[config.mk]
export PLATFORM = sky130hd
export DESIGN_NAME = session_segment_reassembler
export DESIGN_NICKNAME = d
export VERILOG_FILES = /design/src/rtl/core/ssr_pkg.sv /design/src/rtl/core/ssr_frame_store.sv /design/src/rtl/core/session_segment_reassembler.sv
export SDC_FILE = /design/constraint.sdc
export NUM_CORES = 1
export LEC_CHECK = 0
export BUFFER_PORTS_ARGS = -buffer_cell sky130_fd_sc_hd__buf_2
export CORE_MARGIN = 5
export CORE_UTILIZATION = 45
export CTS_CLUSTER_DIAMETER = 40
export DETAILED_ROUTE_END_ITERATION = 10
export GPL_ROUTABILITY_DRIVEN = 0
export GPL_TIMING_DRIVEN = 0
export SETUP_SLACK_MARGIN = 0.02
export SLEW_MARGIN = 25
export SYNTH_ARGS = -nofsm -noshare
export SYNTH_HDL_FRONTEND = slang
export SYNTH_HIERARCHICAL = 1
export SYNTH_SLANG_ARGS = --single-unit
export TNS_END_PERCENT = 20
[constraint.sdc]
create_clock -name clk -period 17.45 [get_ports clk]
set_input_delay 2.6175 -clock clk [delete_from_list [all_inputs] [get_ports clk]]
set_output_delay 2.6175 -clock clk [all_outputs]
set_load 0.1 [all_outputs]
[src/rtl/core/ssr_pkg.sv]
// ssr_pkg: shared constants and types for the session segment reassembler.
// No dependencies; used by ssr_frame_store and session_segment_reassembler.
`timescale 1ns / 1ps
`default_nettype none

package ssr_pkg;

  localparam int BUFFER_BYTES_DEF = 64;   // default frame buffer depth
  localparam int MAX_RESULTS      = 64;   // most data beats per delivery
  localparam int RES_IW           = 6;    // index width for MAX_RESULTS beats

  localparam logic [6:0] FRAME_SIZE_RST = 7'd30;

  // status codes carried in each result beat
  localparam logic [1:0] ST_PROGRESS = 2'd0;
  localparam logic [1:0] ST_COMPLETE = 2'd1;
  localparam logic [1:0] ST_SESS_ERR = 2'd2;
  localparam logic [1:0] ST_DIRECT   = 2'd3;

  // one pending output job: a lone status beat or a buffer delivery
  typedef struct packed {
    logic              single;    // one status beat, no frame bytes
    logic [1:0]        status;
    logic [8:0]        count;     // received_count carried on every beat
    logic [RES_IW-1:0] last_idx;  // index of the final frame byte
  } job_t;

endpackage

`default_nettype wire

[src/rtl/core/ssr_frame_store.sv]
// ssr_frame_store: frame buffer memory plus the output sequencer that turns
// one job into its result beats. Depends on ssr_pkg.
`timescale 1ns / 1ps
`default_nettype none

module ssr_frame_store #(
  parameter int BUFFER_BYTES = ssr_pkg::BUFFER_BYTES_DEF,
  parameter int AW           = $clog2(BUFFER_BYTES)
) (
  input  wire logic             clk,
  input  wire logic             rst_n,
  // buffer write port
  input  wire logic             wr_en,
  input  wire logic [AW-1:0]    wr_addr,
  input  wire logic [7:0]       wr_data,
  // job handoff
  input  wire logic             job_load,
  input  wire ssr_pkg::job_t    job_in,
  output logic                  job_free,
  // result stream
  output logic                  out_tvalid,
  input  wire logic             out_tready,
  output logic [23:0]           out_tdata,  // status[1:0], received_count[10:2],
                                            // frame_byte[18:11], zero[23:19]
  output logic                  out_tuser,  // result_kind
  output logic                  out_tlast   // last_of_run
);

  logic [7:0]                  mem [BUFFER_BYTES];

  logic                        job_vld_r;
  ssr_pkg::job_t               job_r;
  logic [ssr_pkg::RES_IW-1:0]  idx_r;

  logic                        b_vld_r;
  logic                        b_kind_r;
  logic [1:0]                  b_status_r;
  logic [8:0]                  b_count_r;
  logic                        b_last_r;
  logic [7:0]                  rd_data_r;

  logic                        b_load;
  logic                        issue;
  logic                        is_last;
  logic                        job_done;
  logic [AW-1:0]               rd_addr;
  logic [7:0]                  byte_out;

  assign b_load   = !b_vld_r || out_tready;
  assign issue    = job_vld_r && b_load;
  assign is_last  = job_r.single || (idx_r == job_r.last_idx);
  assign job_done = issue && is_last;
  assign job_free = !job_vld_r || job_done;
  assign rd_addr  = AW'(idx_r);

  always_ff @(posedge clk) begin
    if (!rst_n) begin
      job_vld_r <= 1'b0;
      b_vld_r   <= 1'b0;
    end else begin
      if (job_load) begin
        job_vld_r <= 1'b1;
      end else if (job_done) begin
        job_vld_r <= 1'b0;
      end
      if (b_load) begin
        b_vld_r <= issue;
      end
    end
  end

  always_ff @(posedge clk) begin
    if (job_load) begin
      job_r <= job_in;
      idx_r <= '0;
    end else if (issue) begin
      idx_r <= idx_r + 1'b1;
    end
    if (issue) begin
      b_kind_r   <= !job_r.single;
      b_status_r <= job_r.status;
      b_count_r  <= job_r.count;
      b_last_r   <= is_last;
    end
  end

  // buffer: one write and one registered read per cycle
  always_ff @(posedge clk) begin
    if (wr_en) begin
      mem[wr_addr] <= wr_data;
    end
    if (issue) begin
      rd_data_r <= mem[rd_addr];
    end
  end

  assign byte_out   = b_kind_r ? rd_data_r : 8'd0;
  assign out_tvalid = b_vld_r;
  assign out_tuser  = b_kind_r;
  assign out_tlast  = b_last_r;
  assign out_tdata  = {5'd0, byte_out, b_count_r, b_status_r};

endmodule

`default_nettype wire

[src/rtl/core/session_segment_reassembler.sv]
// session_segment_reassembler: top level. Segment bookkeeping, session check
// and buffer write control. Depends on ssr_pkg and ssr_frame_store.
`timescale 1ns / 1ps
`default_nettype none

// Takes one segment byte per beat and rebuilds a frame of frame_size bytes in
// an internal buffer. Beats that do not end a segment at most write the buffer
// and give no result. A segment-end beat gives either one status beat
// (in progress, session error) or a frame delivery: one data beat per frame
// byte, capped at min(BUFFER_BYTES, 64), each carrying the status and the
// byte count, with tlast on the final beat. An empty delivery is one status
// beat. Rate: one input beat per cycle while the output side keeps up; a
// frame delivery holds in_tready low until its last byte issues, as the
// buffer's single read port feeds one output beat per cycle unless stalled.
// out_tvalid is registered: a taken beat loads the job register, which then
// issues into the output beat register. The user must write frame_size through
// cfg_wen/cfg_wdata only while the block is idle; the block does not enforce it.

module session_segment_reassembler #(
  parameter int BUFFER_BYTES = ssr_pkg::BUFFER_BYTES_DEF  // 8 .. 256
) (
  input  wire logic        clk,
  input  wire logic        rst_n,
  // configuration
  input  wire logic        cfg_wen,
  input  wire logic [6:0]  cfg_wdata,   // frame_size
  // segment byte stream
  input  wire logic        in_tvalid,
  output logic             in_tready,
  input  wire logic [31:0] in_tdata,    // session_number[3:0], segment_length[11:4],
                                        // byte_offset[19:12], data_byte[27:20], zero[31:28]
  input  wire logic [1:0]  in_tuser,    // direct_mode[0], start_flag[1]
  input  wire logic        in_tlast,    // segment_end
  // result stream
  output logic             out_tvalid,
  input  wire logic        out_tready,
  output logic [23:0]      out_tdata,   // status[1:0], received_count[10:2],
                                        // frame_byte[18:11], zero[23:19]
  output logic             out_tuser,   // result_kind
  output logic             out_tlast    // last_of_run
);

  localparam int AW  = $clog2(BUFFER_BYTES);
  // delivered bytes never exceed the buffer or the result limit
  localparam int CAP = (BUFFER_BYTES < ssr_pkg::MAX_RESULTS) ?
                       BUFFER_BYTES : ssr_pkg::MAX_RESULTS;

  // configuration and session state
  logic [6:0]    frame_size_r;
  logic [8:0]    byte_count_r, byte_count_nxt;
  logic [3:0]    active_session_r, active_session_nxt;

  // input fields
  logic          direct;
  logic          start;
  logic [3:0]    sess;
  logic [7:0]    seglen;
  logic [7:0]    offs;
  logic [7:0]    dbyte;
  logic          segend;

  logic          accept;
  logic          job_free;

  logic [8:0]    cnt_base;
  logic [3:0]    sess_base;
  logic [9:0]    pos;
  logic [8:0]    sum;
  logic          in_seg;

  logic          wr_en;
  logic [AW-1:0] wr_addr;

  logic          job_load;
  ssr_pkg::job_t job;
  logic          deliver;
  logic [8:0]    dlen;
  logic [8:0]    dn;

  assign sess   = in_tdata[3:0];
  assign seglen = in_tdata[11:4];
  assign offs   = in_tdata[19:12];
  assign dbyte  = in_tdata[27:20];
  assign direct = in_tuser[0];
  assign start  = in_tuser[1];
  assign segend = in_tlast;

  assign in_tready = job_free;
  assign accept    = in_tvalid && in_tready;

  // start flag takes effect before the session check of the same beat
  assign cnt_base  = start ? 9'd0 : byte_count_r;
  assign sess_base = start ? sess : active_session_r;
  assign pos       = {1'b0, cnt_base} + {2'b00, offs};
  assign sum       = cnt_base + {1'b0, seglen};   // wraps at 9 bits
  assign in_seg    = offs < seglen;

  always_comb begin
    byte_count_nxt     = byte_count_r;
    active_session_nxt = active_session_r;
    wr_en              = 1'b0;
    wr_addr            = AW'(offs);
    job_load           = 1'b0;
    deliver            = 1'b0;
    dlen               = 9'd0;
    job.single         = 1'b1;
    job.status         = ssr_pkg::ST_PROGRESS;
    job.count          = 9'd0;
    job.last_idx       = '0;

    if (direct) begin
      // direct segment: bytes land at their offset
      wr_en   = in_seg && ({2'b00, offs} < 10'(BUFFER_BYTES));
      wr_addr = AW'(offs);
      if (segend) begin
        byte_count_nxt     = {1'b0, seglen};
        active_session_nxt = 4'd0;
        job_load           = 1'b1;
        deliver            = 1'b1;
        dlen               = {1'b0, seglen};
        job.status         = ssr_pkg::ST_DIRECT;
        job.count          = {1'b0, seglen};
      end
    end else begin
      byte_count_nxt     = cnt_base;
      active_session_nxt = sess_base;
      if (sess != sess_base) begin
        // mismatch: drop the byte, clear the session at segment end
        if (segend) begin
          byte_count_nxt     = 9'd0;
          active_session_nxt = 4'd0;
          job_load           = 1'b1;
          job.status         = ssr_pkg::ST_SESS_ERR;
        end
      end else begin
        wr_en   = in_seg && (pos < {3'b000, frame_size_r}) &&
                  (pos < 10'(BUFFER_BYTES));
        wr_addr = AW'(pos);
        if (segend) begin
          job_load = 1'b1;
          if (sum == {2'b00, frame_size_r}) begin
            byte_count_nxt = sum;
            deliver        = 1'b1;
            dlen           = {2'b00, frame_size_r};
            job.status     = ssr_pkg::ST_COMPLETE;
            job.count      = sum;
          end else if (sum > {2'b00, frame_size_r}) begin
            // overrun: count went past the frame
            byte_count_nxt     = 9'd0;
            active_session_nxt = 4'd0;
            job.status         = ssr_pkg::ST_SESS_ERR;
          end else begin
            byte_count_nxt = sum;
            job.status     = ssr_pkg::ST_PROGRESS;
            job.count      = sum;
          end
        end
      end
    end

    // delivery length, clamped; zero length falls back to one status beat
    dn = (dlen > 9'(CAP)) ? 9'(CAP) : dlen;
    if (deliver && (dn != 9'd0)) begin
      job.single   = 1'b0;
      job.last_idx = ssr_pkg::RES_IW'(dn - 9'd1);
    end
  end

  always_ff @(posedge clk) begin
    if (!rst_n) begin
      frame_size_r     <= ssr_pkg::FRAME_SIZE_RST;
      byte_count_r     <= 9'd0;
      active_session_r <= 4'd0;
    end else begin
      if (cfg_wen) begin
        frame_size_r <= cfg_wdata;
      end
      if (accept) begin
        byte_count_r     <= byte_count_nxt;
        active_session_r <= active_session_nxt;
      end
    end
  end

  ssr_frame_store #(
    .BUFFER_BYTES (BUFFER_BYTES),
    .AW           (AW)
  ) u_store (
    .clk        (clk),
    .rst_n      (rst_n),
    .wr_en      (accept && wr_en),
    .wr_addr    (wr_addr),
    .wr_data    (dbyte),
    .job_load   (accept && job_load),
    .job_in     (job),
    .job_free   (job_free),
    .out_tvalid (out_tvalid),
    .out_tready (out_tready),
    .out_tdata  (out_tdata),
    .out_tuser  (out_tuser),
    .out_tlast  (out_tlast)
  );

endmodule

`default_nettype wire
Word level (Yosys, flattened, before mapping)
Memories as Yosys holds them, arrays and structs flattened. A register that Yosys moved wholly into a read port is not among the register bits.
Index checks and enable logic that the tools add are counted.
{"block": "word_totals", "register_bits": 59, "ramBits": 512, "word_cells": 92, "input_bits": 47, "out_inout_bits": 28, "n_memories": 1}
{"block": "classes", "n_addsub": 4, "n_mux": 45, "n_reduce_logical": 18, "eq_ne": 4, "order_cmp": 6}
{"name": "u_store.mem", "words": 64, "word_bits": 8, "rd": 1, "rd_ports_with_merged_regs": 1, "write_ports": 1, "line_no": "ssr_frame_store.sv:29", "rtl": "logic [7:0] mem [BUFFER_BYTES];"}
{"operator": "9-bit 2-to-1 mux", "n": 11}
{"operator": "11-bit 2-to-1 mux", "n": 4}
{"operator": "4-bit 2-to-1 mux", "n": 8}
{"operator": "7-bit 2-to-1 mux", "n": 3}
{"operator": "8-bit 2-to-1 mux", "n": 2}
{"operator": "1-bit 2-to-1 mux", "n": 12}
{"operator": "6-bit 2-to-1 mux", "n": 2}
{"operator": "9-bit by 8-bit adder with 10-bit output", "n": 1}
{"operator": "10-bit by 7-bit less-than comparator with 1-bit output", "n": 1}
{"operator": "10-bit by 7-bit less-than comparator with 1-bit output, second input constant", "n": 1}
{"operator": "9-bit by 8-bit adder with 9-bit output", "n": 1}
{"operator": "9-bit by 7-bit equality test with 1-bit output", "n": 1}
{"operator": "9-bit by 7-bit greater-than comparator with 1-bit output", "n": 1}
{"operator": "9-bit by 7-bit greater-than comparator with 1-bit output, second input constant", "n": 1}
{"operator": "1-bit logical AND", "n": 9}
{"operator": "9-bit nonzero test", "n": 1}
{"operator": "8-bit by 7-bit less-than comparator with 1-bit output, second input constant", "n": 1}
{"operator": "8-bit less-than comparator", "n": 1}
{"operator": "6-bit by 1-bit adder with 6-bit output, second input constant", "n": 1}
{"operator": "6-bit equality test", "n": 1}
{"operator": "2-bit 2-to-1 mux", "n": 3}
{"operator": "6-bit by 1-bit subtractor with 6-bit output, second input constant", "n": 1}
{"operator": "4-bit inequality test", "n": 1}
{"operator": "1-bit zero test", "n": 3}
{"operator": "4 further kinds", "n": 6}

Logic depth before layout (Yosys ltp)
Gate-level depths: netlist of run 1.
{"block": "logic_depth", "word_depth": 12, "depth_mapped": 24, "depth_no_buf": 23}

Cells and area by module
The synthesis of run 1 kept the hierarchy.
{"module": "ssr_frame_store", "cells_per_inst": 1083, "area_each_um2": 21730.8, "n_inst": 1, "seq_area_each_um2": 16706.0}
{"module": "session_segment_reassembler", "cells_per_inst": 387, "area_each_um2": 2825.2, "n_inst": 1, "seq_area_each_um2": 400.4}

Least setup slack after synthesis of run 1
Ideal clock, no wire load.
{"block": "synth_path", "kind": "input -> register", "startpoint": "in in_tuser[1]", "endpoint": "mem u_store.mem[48][0] (enable)", "setup_ns": 0.383, "t_arrival_ns": 7.351, "n_path_buf": 2, "stages": 22, "setup_slack_ns": 9.715, "cell_sequence": "buf_4 -> buf_2 -> nor2b_1 -> ha_1 -> ha_1 -> a31o_2 -> o221ai_1 -> o21ai_0 -> a32oi_1 -> o21ai_0 -> a21oi_1 -> xnor2_1 -> ha_1 -> and3_1 -> nor4_1 -> nand4_1 -> a41oi_1 -> o21ai_0 -> a2111oi_0 -> nor2b_1 -> nand4b_1 -> nor3_1"}
{"block": "synth_between", "elab_chain_cells": 10, "elab_cells_between_ends": 15, "cone_classes": "add/sub: 1; order compare: 2; eq/ne: 1; mux: 8; reduce/logical: 3"}
{"element": "start: declaration", "line_no": "session_segment_reassembler.sv:32", "rtl": "input wire logic [1:0] in_tuser,"}
{"element": "9-bit 2-to-1 mux", "line_no": "session_segment_reassembler.sv:92", "rtl": "assign cnt_base = start ? 9'd0 : byte_count_r;"}
{"element": "9-bit by 8-bit adder with 10-bit output", "line_no": "session_segment_reassembler.sv:94", "rtl": "assign pos = {1'b0, cnt_base} + {2'b00, offs};"}
{"element": "10-bit by 7-bit less-than comparator with 1-bit output", "line_no": "session_segment_reassembler.sv:136", "rtl": "wr_en = in_seg && (pos < {3'b000, frame_size_r}) &&"}
{"element": "1-bit logical AND (2 in series)", "line_no": "session_segment_reassembler.sv:136"}
{"element": "1-bit 2-to-1 mux", "line_no": "session_segment_reassembler.sv:127", "rtl": "if (sess != sess_base) begin"}
{"element": "1-bit 2-to-1 mux", "line_no": "session_segment_reassembler.sv:111", "rtl": "if (direct) begin"}
{"element": "1-bit logical AND", "line_no": "session_segment_reassembler.sv:191", "rtl": ".wr_en (accept && wr_en),"}
{"element": "1-bit 2-to-1 mux", "line_no": "ssr_frame_store.sv:89", "rtl": "if (wr_en) begin"}
{"element": "1-bit 2-to-1 mux (not written as such)", "line_no": "ssr_frame_store.sv:90", "rtl": "mem[wr_addr] <= wr_data;"}
{"element": "end: declaration", "line_no": "ssr_frame_store.sv:29"}
Parallel ways exist; a longest one is shown, timed or not.

Worst setup path after layout of run 1
{"block": "layout_path", "startpoint": "in in_tuser[1]", "endpoint": "mem u_store.mem[6][3] (enable)"}
The elaborated chain is that of the path after synthesis.

==> results of run 1 <==
[flip-flops by register name, summed over array words and instances (netlist names)]
| name | count |
|---|---|
| byte_count_r | 9 |
| u_store/idx_r | 6 |
| u_store/job_r | 18 |
| u_store/out_tlast | 1 |
| u_store/out_tvalid | 1 |
| u_store/b_count_r | 9 |
| u_store/mem | 512 |
| frame_size_r | 7 |
| u_store/b_status_r | 2 |
| u_store/rd_data_r | 8 |
| u_store/out_tuser | 1 |
| u_store/job_vld_r | 1 |
| active_session_r | 4 |
[path summary, 6_finish.rpt]
path,start,to,slack (ns)
worst min-delay path,u_store/job_r[6]$_DFFE_PP_,u_store/b_count_r[0]$_DFFE_PN_,0.41
worst max-delay path,in_tuser[1],u_store/mem[6][3]$_DFFE_PP_,8.78
worst min register to register,u_store/job_r[6]$_DFFE_PP_,u_store/b_count_r[0]$_DFFE_PN_,0.41
worst max register to register,byte_count_r[1]$_SDFFE_PN0P_,u_store/mem[6][3]$_DFFE_PP_,10.75
[power breakdown]
group / internal, W / switching [W]
registers: 0.00153 / 0.00000515
clock network: 0.00109 / 0.000637
logic: 0.000161 / 0.000247
total: 0.00278 / 0.000889
[critical path: cells and delay by family]
family                   cells  cell delay, ns
AO/OA/AOI/OAI                9            2.29
buffers and inverters        2            0.40
XOR/XNOR                     1            0.16
adder cells (fa/ha/maj)      3            0.71
AND/OR/NAND/NOR              7            2.69
[per-stage QoR]
stage | utilization [%] | area, µm² | setup slack [ns] | std cells | hold slack [ns]
2_1_floorplan | - | 24600 | 9.72 | 1474 | 0.400
3_3_place_gp | 47.8 | 25800 | 7.52 | 2232 | 0.404
3_5_place_dp | 47.9 | 25800 | 8.34 | 2233 | 0.405
4_1_cts | 53.3 | 28700 | 8.97 | 2387 | 0.417
5_1_grt | 53.3 | 28700 | 8.63 | 2387 | 0.423
6_report | 53.3 | 28700 | 8.78 | 2387 | 0.414
[area by class of cell]
cell class                 count  share of cell area [%]
buffer                        84                    1.86
clock buffer                  93                    7.65
clock inverter                61                    2.50
inverter                      27                   0.353
multi-input combinational    784                    23.8
sequential                   579                    59.5
tap                          696                    3.03
timing repair buffer          63                    1.24
[cells in the mapped netlist (all sizes together) (12+ instances only)]
master   number  area share [%]
a221oi       12            0.43
xnor2        24            0.86
inv          27            0.41
edfxtp      551              67
ha           33             1.7
o221ai       13            0.49
a21oi        48            0.98
nor2b        22            0.56
clkbuf       33            0.52
o22ai        23            0.59
nand3        21            0.45
dfxtp        28             2.3
nor2        117             1.8
mux2i       100             4.1
a2111oi      18            0.64
and2         14            0.36
nand2b       14            0.40
mux4         88             8.2
a211oi       14            0.45
o21ai        40            0.82
buf          51             1.7
nand2        43            0.66
[routing by layer]
layer  part of all wire [%]  up-vias
met2                     48      599
met3                    7.8      108
met5                      0        -
met1                     42     7495
met4                    2.5        0
li1                       -     6222
[cell families (layout without fill, tap and decap cells)]
| family | after synthesis | in the layout | share of synthesized area [%] |
|---|---|---|---|
| compound gates | 234 | 234 | 6.62 |
| xor+xnor | 34 | 34 | 1.21 |
| fa+ha+maj | 34 | 34 | 1.72 |
| buf+inv | 111 | 328 | 2.59 |
| flops | 579 | 579 | 69.7 |
| mux | 197 | 197 | 12.7 |
| other cells | 2 | 6 | 0.0306 |
| simple gates | 279 | 279 | 5.51 |
==> metrics.md, run 1 <==
| Metric | Value |
|---|---|
| Layout area overhead | 17.1% |
| Max cap viols | 0 |
| Die outline area | a little under 0.06 mm² |
| Global-route usage over all layers | approximately a fifth |
| Most used DFF post-synth | edfxtp_1 |
| Layout cells sized above 1 | between 20 and 25% |
| Startpoint types | input port |
| Crit end category | register |
| Post-DR wirelength/cell | about 26 µm |
| Storage cell area | around 0.017 mm² |
| FILL cells | between 4000 and 5000 |
| Yosys cell types | between 70 and 80 |
| Final HPWL DP | around 42000 µm |
| Final wirelength | roughly 63000 µm |
| Clock latency on the worst-skew pair | 0.61 ns |
| #FFs+latches synth | roughly 580 |
| Largest net degree at the start of global routing | 65 |
| Via/cell ratio | slightly above 6 |
| CP required | about 18 ns |
| Hold WC Path Type | register to register |
| Sequential share of the synthesized area | roughly 70% |
| CP peak stage delay | 1.01 ns |
| Cell area after synthesis | about 0.025 mm² |
| Multi-input logic area | slightly below 0.007 mm² |
| Final setup vio count | 0 |
| # port buffers | 62 |
| Initial drt markers | 1479 |
| Core area | about 0.054 mm² |
| Worst Tran Pin Value | 1.08 ns |
| Grt met1 use | 29.6% |
| Max VDD drop | approximately 0.07 mV |
| Critical path cell sequence | buf_4 -> buf_2 -> nor2b_1 -> ha_1 -> ha_1 -> a31o_2 -> o221ai_1 -> o21ai_0 -> a32oi_1 -> o21ai_0 -> a21oi_1 -> xnor2_1 -> ha_1 -> and3_1 -> nor4_1 -> nand4_1 -> a41oi_1 -> o21ai_0 -> a2111oi_2 -> nor2b_1 -> nand3_1 -> nor2_1 |
| Avg Cell Area, Syn | between 15 and 20 µm² |
| Clk slew on worst S/H paths | roughly 0.05 ns |
| Number of nets with antenna violations after routing | 0 |
| Grt met2 use | 33.4% |
| Pwr Total | between 0.003 and 0.004 W |
| Cells after Synth | 1470 |
| Most frequent cells in the layout | edfxtp_1, nor2_1, mux2i_1, clkbuf_16, mux4_2 |
| Pwr per Cell Area | about 130 mW/mm² |
| Leakage | 9.37 nW |
| Setup tns final | 0 ns |
| Vias in the first global route | approximately 14000 |
| Diode count | 0 |
| RSZ-0062 raised after global routing | false |
| Tmin final | between 8 and 9 ns |
| CP max FO | 10 |
| Final period utilization | approximately 50% |
| Asr flop ratio synth | 0% |
| H-tree levels | 3 |
| Hold buffers post-CTS | 0 |
| Most Crowded Layer GR | met2 |
| Worst-case clock buffer depth | 3 |
| Die X | 244 µm |
| Yosys Warn Count | 6 |
| R2R cell count | 21 |
| TritonCTS Buffers | 83 |
| Initial core utilization | roughly 46% |
| Hold depth | 0 |
| Final hold violations | 0 |
| Slew headroom | approximately 28% |
| Fin. max-slew vios | 0 |
| # IOs | 75 |
| GRT met3 Usage | 4.24% |
| Via count | 14400 |
| Final layout net count | roughly 1700 |
| Die height | roughly 240 µm |
| Setup Fix Bufs, Post-CTS | 0 |
| Root Driver | clkbuf_16 |
| # DRC | 0 |
| Row count | 85 |
| First-pass GRT wire length | 93400 µm |
| Clock Sinks | around 580 |
| First-pass DRT Iterations | 5 |
| Skew final | approximately 0.024 ns |
| Fmax | ~120 MHz |
| Commonest non-fill, non-tap cell in the layout | edfxtp_1 |
| WS Path Type | input port to register |
| Total global routing overflow | 0 |
| Critical Path AT | 8.89 ns |
| Post-CTS Resized | 0 |
| CP max-delay cell | nor2_1 |
| Initial antenna violation count | 0 |
| Outcome | complete, no violations |
| Number of synthesized flops with an enable pin | around 550 |
| CTS tree | yes |
(Power assumes the default switching activity.)
==> run 2: changes to the inputs <==
- ABC_AREA: unset -> 1
- clock period: 17.45 -> 7.9 ns (I/O delays scaled with it)
==> metrics.md, run 2 <==
| Metric | Value |
|---|---|
| Part of the power in the clock network | between 40% and 50% |
| Number of nets with antenna violations after routing | 0 |
| Sequential share of the synthesized area | 65.8% |
| Diode count | 0 |
| Layout area overhead | 17.3% |
| Startpoint types | input port |
| Initial drt markers | between 2000 and 2500 |
| Largest net degree at the start of global routing | 65 |
| Final HPWL DP | approximately 54000 µm |
| Reg power frac | around 40% |
| CTS tree | yes |
| Fin worst setup slack | between 1.5 and 2 ns |
| Via/cell ratio | 5.41 |
| Cell taking the most area after synthesis | edfxtp_1 |
| Layout cells sized above 1 | around an eighth |
| Pwr per Cell Area | between 200 and 300 mW/mm² |
| R2R cell count | 19 |
| Cells after Synth | approximately 2600 |
| Root Driver | clkbuf_16 |
| Avg Cell Area, Syn | roughly 10 µm² |
| CP max FO | 10 |
| Post-layout util | approximately 53% |
| Core area | 0.0575 mm² |
| # port buffers | 64 |
| Slew headroom | between 30% and 40% |
| First-pass DRT Iterations | 6 |
| Comb pwr share | around 15% |
| Hold depth | 0 |
| First-pass GRT wire length | around 110000 µm |
| Yosys Warn Count | 6 |
| RSZ-0062 raised after global routing | false |
| Commonest non-fill, non-tap cell in the layout | nand2_1 |
| Via count | 19400 |
| TritonCTS Buffers | 85 |
| FILL cells | just over 5000 |
| Clock latency on the worst-skew pair | roughly 0.62 ns |
| Asr flop ratio synth | 0% |
| Pre-CTS setup slack | roughly 1.3 ns |
| Clock Sinks | slightly below 600 |
| Hold WC Path Type | register to register |
| #FFs+latches synth | a little under 600 |
| Die X | 250 µm |
| Die height | between 200 and 300 µm |
| Hold buffers post-CTS | 0 |
| Crit end category | register |
| Number of synthesized flops with an enable pin | 551 |
| Die outline area | about 0.063 mm² |
| Final layout net count | around 2800 |
| Pint | 0.00619 W |
| Pwr Total | 0.00861 W |
| Biggest registers after layout | u_store/mem: 512 flops, u_store/job_r: 18 flops |
| Cell area after synthesis | 0.0260 mm² |
| # DRC | 0 |
| Top cells by count, synth | nand2_1, edfxtp_1, nand3_1, inv_1, nor2_1 |
| Setup tns final | 0 ns |
| # IOs | 75 |
| Most common cell in the synthesized netlist | nand2_1 |
| Critical Path AT | 6.36 ns |
| Final period utilization | between 70% and 80% |
| Fin. max-slew vios | 0 |
| Worst-case clock buffer depth | 3 |
| Vias in the first global route | between 15000 and 20000 |
| Setup Fix Bufs, Post-CTS | 0 |
| Initial antenna violation count | 0 |
| Most frequent cells in the layout | nand2_1, edfxtp_1, nand3_1, inv_1, nor2_1 |
| Final setup vio count | 0 |
| Most used DFF post-synth | edfxtp_1 |
| Fmax | ~160 MHz |
| Max cap viols | 0 |
| Post-CTS Resized | 0 |
| Skew final | approximately 0.021 ns |
| Tmin final | between 6 and 7 ns |
| Max VDD drop | around 0.19 mV |
| Yosys cell types | between 40 and 50 |
| Max reg flops | 512 |
| CP required | ~8.1 ns |
| Global-route usage over all layers | between 20% and 30% |
| H-tree levels | 3 |
| NetSw | between 0.002 and 0.0025 W |
| Post-synth top area share | between 60% and 70% |
| Final wirelength | between 70000 and 80000 µm |
| Row count | between 80 and 90 |
| Outcome | complete, no violations |
| Post-DR wirelength/cell | approximately 21 µm |
| Largest reg by FF count | u_store/mem |
| Final hold violations | 0 |
| Total global routing overflow | 0 |
| Synth area leaders | edfxtp_1, nand2_1, nand3_1 |
| Worst Tran Pin Value | between 0.9 and 1 ns |
| Leakage | between 10 and 15 nW |
| Initial core utilization | 45.2% |
| Clk slew on worst S/H paths | roughly 0.060 ns |
| WS Path Type | input port to register |
| Net Sw Frac | 28.1% |
==> run 2: area by class of cell <==
| type | count | area [µm²] | area share (%) |
|---|---|---|---|
| clock buffers | 96 | 2230 | 7.32 |
| plain buffers | 123 | 637 | 2.09 |
| repair buffers | 76 | 473 | 1.55 |
| well taps | 765 | 957 | 3.14 |
| inverters | 271 | 1020 | 3.34 |
| flip-flops and latches | 579 | 17100 | 56.1 |
| multi-input cells | 1610 | 7300 | 24.0 |
| clock inverters | 64 | 769 | 2.52 |
==> run 2: metal layers <==
metal / up-vias / track usage [%] / routed length (µm)
li1: 8991 / - / -
met3: 150 / 3.87 / 6550
met1: 9386 / 33.0 / 31600
met5: - / 0 / 0
met2: 848 / 39.0 / 35900
met4: 0 / 8.33 / 2440
==> run 2: power groups by stage <==
stage / clock network, W / registers [W] / logic, W
finish: 0.00391 / 0.00340 / 0.00130
global route: 0.00410 / 0.00340 / 0.00140
CTS: 0.00396 / 0.00340 / 0.00127
detailed placement: 0 / 0.00347 / 0.00127
global placement: 0 / 0.00347 / 0.00124
floorplan: 0 / 0.00349 / 0.000762
==> run 2: worst paths after layout <==
path	start	endpoint	slack, ns
setup / recovery	in_tuser[1]	u_store/mem[59][2]$_DFFE_PP_	1.78
hold reg to reg	u_store/job_r[14]$_DFFE_PP_	u_store/b_count_r[8]$_DFFE_PN_	0.40
setup reg to reg	byte_count_r[0]$_SDFFE_PN0P_	u_store/mem[59][2]$_DFFE_PP_	2.30
hold / removal	u_store/job_r[14]$_DFFE_PP_	u_store/b_count_r[8]$_DFFE_PN_	0.40
==> run 2: through the flow <==
step                std cells  cell area (µm²)  hold WS [ns]
floorplan                2583            26000         0.400
global placement         3412            27300         0.403
detailed placement       3424            27500         0.406
CTS                      3584            30500         0.391
global route             3584            30500         0.404
finish                   3584            30500         0.395
==> run 2: cell families (layout without fill, tap and decap cells) <==
| family | count (synthesis) | after routing | synth area share (%) |
|---|---|---|---|
| other | 2 | 6 | 0.0289 |
| AO/OA/AOI/OAI | 184 | 184 | 4.02 |
| XOR/XNOR | 10 | 10 | 0.337 |
| adder cells (fa/ha/maj) | 33 | 33 | 1.59 |
| AND/OR/NAND/NOR | 1377 | 1377 | 21.8 |
| buffers and inverters | 394 | 630 | 6.36 |
| flip-flops | 579 | 579 | 65.8 |
==> run 2: worst max-delay path, cell delays in order <==
cell and delay [ns]:
buf_2 0.13, buf_4 0.18, nor2_1 0.26, ha_1 0.24, ha_1 0.16, or2_2 0.12, nand3_1 0.06, a31oi_1 0.22
nand3_1 0.11, a21boi_0 0.29, nor2_1 0.09, xor2_1 0.15, ha_1 0.18, or3_1 0.34, nor3_1 0.22, nand3_1 0.10
a21oi_1 0.23, clkbuf_1 0.36, nand4_1 0.74, nor2_1 0.97
